<file path="config.mk">
export PLATFORM = sky130hd
export DESIGN_NAME = vfs_ctrl
export DESIGN_NICKNAME = d
export VERILOG_FILES = /design/src/hdl/vfs_pkg.sv /design/src/hdl/vfs_ctrl.sv
export SDC_FILE = /design/constraint.sdc
export NUM_CORES = 1
export LEC_CHECK = 0
export ABC_AREA = 1
export BUFFER_PORTS_ARGS = -buffer_cell sky130_fd_sc_hd__buf_2
export CORE_MARGIN = 2
export CORE_UTILIZATION = 47
export DETAILED_ROUTE_END_ITERATION = 8
export MAX_ROUTING_LAYER = met4
export PLACE_DENSITY = 0.73
export SYNTH_ARGS = -nofsm -noshare
export SYNTH_HDL_FRONTEND = slang
export SYNTH_SLANG_ARGS = --single-unit
</file>
<file path="constraint.sdc">
create_clock -name clk -period 1.3 [get_ports clk]
set_input_delay 0 -clock clk [delete_from_list [all_inputs] [get_ports clk]]
set_output_delay 0 -clock clk [all_outputs]
set_load 0.01 [all_outputs]
</file>
<file path="src/hdl/vfs_pkg.sv">
// shared types and constants for the virtual sketch spread block
`timescale 1ns / 1ps
package vfs_pkg;
  localparam logic [1:0] REQ_UPDATE = 2'd0;
  localparam logic [1:0] REQ_QUERY  = 2'd1;
  localparam logic [1:0] REQ_SEED   = 2'd2;
  localparam logic CFG_VCOUNT = 1'b0;
  localparam logic CFG_SCOUNT = 1'b1;

  typedef enum logic [2:0] {
    DP_NOP, DP_LOAD, DP_MOD, DP_UPD_SEED, DP_UPD_WR, DP_GLOB, DP_VIRT, DP_SEEDWR
  } dp_op_t;

  typedef struct packed {
    dp_op_t op;
    logic   mod_start;
    logic   clr_sums;
  } dp_cmd_t;

  typedef struct packed {
    logic mod_done;
    logic sweep_last;
    logic clr_done;
  } dp_stat_t;
endpackage

</file>
<file path="src/hdl/vfs_ctrl.sv">
// request sequencer for updates, queries and seed writes
`timescale 1ns / 1ps
module vfs_ctrl (
  input  logic              clk,
  input  logic              rst_n,
  input  logic              in_valid,
  output logic              in_ready,
  input  logic [1:0]        in_req,
  output logic              out_valid,
  input  logic              out_ready,
  output vfs_pkg::dp_cmd_t  cmd,
  input  vfs_pkg::dp_stat_t stat
);
  typedef enum logic [3:0] {
    S_CLEAR, S_IDLE, S_MOD1, S_SEED, S_MOD2, S_WR, S_GLOB, S_VSTART, S_VSEED,
    S_VMOD, S_VRD, S_DONE
  } state_t;

  state_t state_r;
  logic [1:0] cnt_r;

  assign in_ready = (state_r == S_IDLE);

  always_comb begin
    cmd = '{op: vfs_pkg::DP_NOP, mod_start: 1'b0, clr_sums: 1'b0};
    case (state_r)
      S_IDLE: begin
        if (in_valid) begin
          cmd.clr_sums = 1'b1;
          if (in_req == vfs_pkg::REQ_SEED) cmd.op = vfs_pkg::DP_SEEDWR;
          else cmd.op = vfs_pkg::DP_LOAD;
        end
      end
      S_MOD1, S_MOD2: cmd.op = vfs_pkg::DP_MOD;
      S_SEED: cmd.op = vfs_pkg::DP_UPD_SEED;
      S_WR: cmd.op = vfs_pkg::DP_UPD_WR;
      S_GLOB: cmd.op = vfs_pkg::DP_GLOB;
      S_VSEED, S_VRD: cmd.op = vfs_pkg::DP_VIRT;
      S_VMOD: cmd.op = vfs_pkg::DP_MOD;
      default: ;
    endcase
    // kick the remainder unit once its operands are registered
    if (state_r == S_MOD1 && cnt_r == 2'd0) cmd.mod_start = 1'b1;
    if (state_r == S_SEED && cnt_r == 2'd1) cmd.mod_start = 1'b1;
    if (state_r == S_VSEED && cnt_r == 2'd1) cmd.mod_start = 1'b1;
  end

  always_ff @(posedge clk) begin
    if (!rst_n) begin
      state_r   <= S_CLEAR;
      out_valid <= 1'b0;
      cnt_r     <= '0;
    end else begin
      case (state_r)
        S_CLEAR: if (stat.clr_done) state_r <= S_IDLE;
        S_IDLE: begin
          cnt_r <= '0;
          if (in_valid) begin
            case (in_req)
              vfs_pkg::REQ_UPDATE: state_r <= S_MOD1;
              vfs_pkg::REQ_QUERY:  state_r <= S_GLOB;
              default:             state_r <= S_IDLE;
            endcase
          end
        end
        S_MOD1: begin
          cnt_r <= 2'd1;
          if (stat.mod_done) begin
            cnt_r   <= '0;
            state_r <= S_SEED;
          end
        end
        S_SEED: begin
          cnt_r <= cnt_r + 2'd1;
          if (cnt_r == 2'd1) begin
            cnt_r <= '0;
            state_r <= S_MOD2;
          end
        end
        S_MOD2: if (stat.mod_done) state_r <= S_WR;
        S_WR: begin
          cnt_r <= cnt_r + 2'd1;
          if (cnt_r == 2'd1) begin
            cnt_r <= '0;
            state_r <= S_IDLE;
          end
        end
        S_GLOB: begin
          cnt_r <= cnt_r + 2'd1;
          if (cnt_r == 2'd1) begin
            cnt_r <= '0;
            if (stat.sweep_last) state_r <= S_VSTART;
          end
        end
        S_VSTART: state_r <= S_VSEED;
        S_VSEED: begin
          cnt_r <= cnt_r + 2'd1;
          if (cnt_r == 2'd1) begin
            cnt_r <= 2'd2;
            state_r <= S_VMOD;
          end
        end
        S_VMOD: if (stat.mod_done) state_r <= S_VRD;
        S_VRD: begin
          cnt_r <= cnt_r + 2'd1;
          if (cnt_r == 2'd3) begin
            cnt_r <= '0;
            if (stat.sweep_last) begin
              state_r   <= S_DONE;
              out_valid <= 1'b1;
            end else state_r <= S_VSEED;
          end
        end
        S_DONE: if (out_ready) begin
          out_valid <= 1'b0;
          state_r   <= S_IDLE;
        end
        default: state_r <= S_IDLE;
      endcase
    end
  end
endmodule

</file>
==> metrics.md <==
| Metric | Value |
|---|---|
| Status | finished, violations left |
| Failing checks | setup timing |
| ANT nets after route | 0 |
| Drt total wl | 3.737 mm |
| Initial Utilization | 49.83% |
| Vias in the first global route | 1065 |
| Fin util | 90.84% |
| Die Y | 43.73 um |
| Gp weighted congestion | 0.9115 |
| Vias | 1230 |
| Router iterations before antenna repair | 5 |
| Final period util | 119.2% |
| Fmax | 0.6451 GHz |
| Synth Net Count | 144 |
| CP arrival | 1.75 ns |
| CP Launch Type | flop |
| Post-Synthesis Cell Area | 742.0 um2 |
| Global-route wire length before repair | 4.636 mm |
| Power per Cell Area | 2271 nW/um2 |
| Die footprint | 1912 um2 |
| Clk Latency, worst-skew pair | 0.28 ns |
| LEAKAGE | 0.0006739 uW |
| Layout Skew | 0.009859 ns |
| Relative slew slack | 82.05% |
| Clk sinks | 7 |
| Fin Setup TNS | -1.922 ns |
| Clock period minus worst slack | 1.550 ns |
| Cell Rows | 14 |
| Hold WS | 0.2164 ns |
| Final hold vios | 0 |
| I/O Pins | 16 |
| Worst setup path class | flop to flop |
| Remaining DRCs | 0 |
| Count of final setup violators | 12 |
| DP HPWL | 1.685 mm |
| Core area | 1489 um2 |
| Setup WS post-layout | -0.2501 ns |
| Clock Root Buffer | clkbuf_4 |
| Least-Margin Pin Slew | 0.2665 ns |
| Nets | 198 |
| Max-slew violations | 0 |
| Total GRT Usage | 33.95% |
| Seq/Total Area, Yosys | 18.89% |
| Number of antenna violations at the first check in global routing | 0 |
| CTS tree | done |
| Worst vdd ir | 1.738 mV |
| WL/cell | 18.69 um |
| Crit. End Element | flop |
| Most frequent cells in the layout | buf_4 (26), nand2_1 (21), nor2_1 (16) |
| Total gr overflow | 0 |
| Mapped Cells | 131 |
| H-tree lvl count | 1 |
| CTS clock-pin slew for the worst setup and hold paths | 0.07 ns |
| Area Growth Syn to Fin | 82.29% |
| Flops & latches, synth | 7 |
| Synth Area per Inst | 5.664 um2 |
| Max Cap Viol | 0 |
| IO buf count | 15 |
| Initial drt markers | 89 |
| Fraction of layout cells with a size suffix above 1 | 57.61% |
| Unrepaired setup endpoints after global routing | yes |
| Commonest non-fill, non-tap cell in the layout | buf_4 |
| Antenna Cells | 0 |
| Worst EP required | 1.50 ns |
| Hold Path Class | input pin to flop |
| Syn. warnings | 0 |
| Pre-CTS setup slack | -0.1344 ns |
| CTS Buf Count | 3 |
| Die width | 43.73 um |
| Critical Path Fanout Max | 8 |
| Via-to-Cell Ratio | 6.150 |
| Synth cell types | 19 |
| Largest net degree at the start of global routing | 9 |
| CTS max path bufs | 2 |
[layout make-up]
type                            count  area (um2)
Clock inverter                      1       5.005
Inverter                           20       92.59
Sequential cell                     7       162.7
Timing Repair Buffer               49       374.1
Fill cell                          67       136.4
Multi-Input combinational cell    104       675.6
Tap cell                           16       20.02
Clock buffer                        3       22.52
[critical path: stages, from the launching register on]
cell,delay [ns]
dfxtp_4,0.39
inv_4,0.08
nor2_1,0.04
buf_4,0.16
nand3_1,0.11
nand2_2,0.08
nor2_4,0.12
nand3_4,0.16
nand2_2,0.12
nand2_1,0.06
nor2_1,0.14
[cell usage after synthesis (all sizes together)]
library cell / number / share of area (%)
o21ai: 5 / 3.4
a21oi: 5 / 3.4
nor3: 2 / 1.3
inv: 20 / 10
or2: 1 / 0.84
nand2: 35 / 18
nor2: 31 / 19
a22oi: 1 / 1.0
nand3: 12 / 9.8
ha: 4 / 6.7
dfxtp: 7 / 19
nand3b: 3 / 3.0
o2111ai: 1 / 1.2
nand4: 3 / 2.5
o211ai: 1 / 1.0
[stage by stage]
stage | instances | total power (uW) | area, um2
after floorplan | 131 | 1280 | 742.0
after global placement | 178 | 1776 | 957.2
after detailed placement | 178 | 1809 | 957.2
after CTS | 193 | 2382 | 1159
after global routing | 200 | 3210 | 1353
final | 200 | 3072 | 1353
[timing repair]
action / in CTS / in global routing
endpoints found under the setup margin: 12 / 11
hold endpoints to repair: 4 / 0
resized for setup: 37 / 39
buffers inserted: 10 / 7
hold buffers: 1 / 0
pin swaps: 14 / 19
[sequential cells by signal, summed over array words and instances, names as in the netlist]
| name | cells |
|---|---|
| out_valid | 1 |
| state_r | 4 |
| cnt_r | 2 |
[routing by layer]
layer  GRT usage [%]  vias up  wire, um
li1                -      528         -
met1           39.49      569      1406
met2           52.06       99      1784
met3           6.667       34       318
met4           23.03        0       228
met5               -        -         0
[power by group]
| group | switching (uW) | internal (uW) |
|---|---|---|
| sequential | 167 | 317 |
| combinational | 1320 | 1040 |
| clock | 110 | 114 |
| total | 1600 | 1470 |
[path summary, 6_finish.rpt]
path              startpoint    endpoint  slack, ns  depth (start not counted)
setup / recovery  state_r[0]  state_r[0]      -0.25                         10
setup reg to reg  state_r[0]  state_r[0]      -0.25                         10
hold / removal     out_ready   out_valid       0.22                          4
hold reg to reg     cnt_r[1]    cnt_r[1]       0.54                          2
[cells by family (layout without fill, tap and decap cells)]
family / Yosys count / after routing / share of synthesized area [%]
simple gates: 87 / 87 / 54.30
flops: 7 / 7 / 18.89
compound gates: 13 / 13 / 9.949
buf+inv: 20 / 73 / 10.12
fa+ha+maj: 4 / 4 / 6.746
Power figures use the tool's default switching activity.
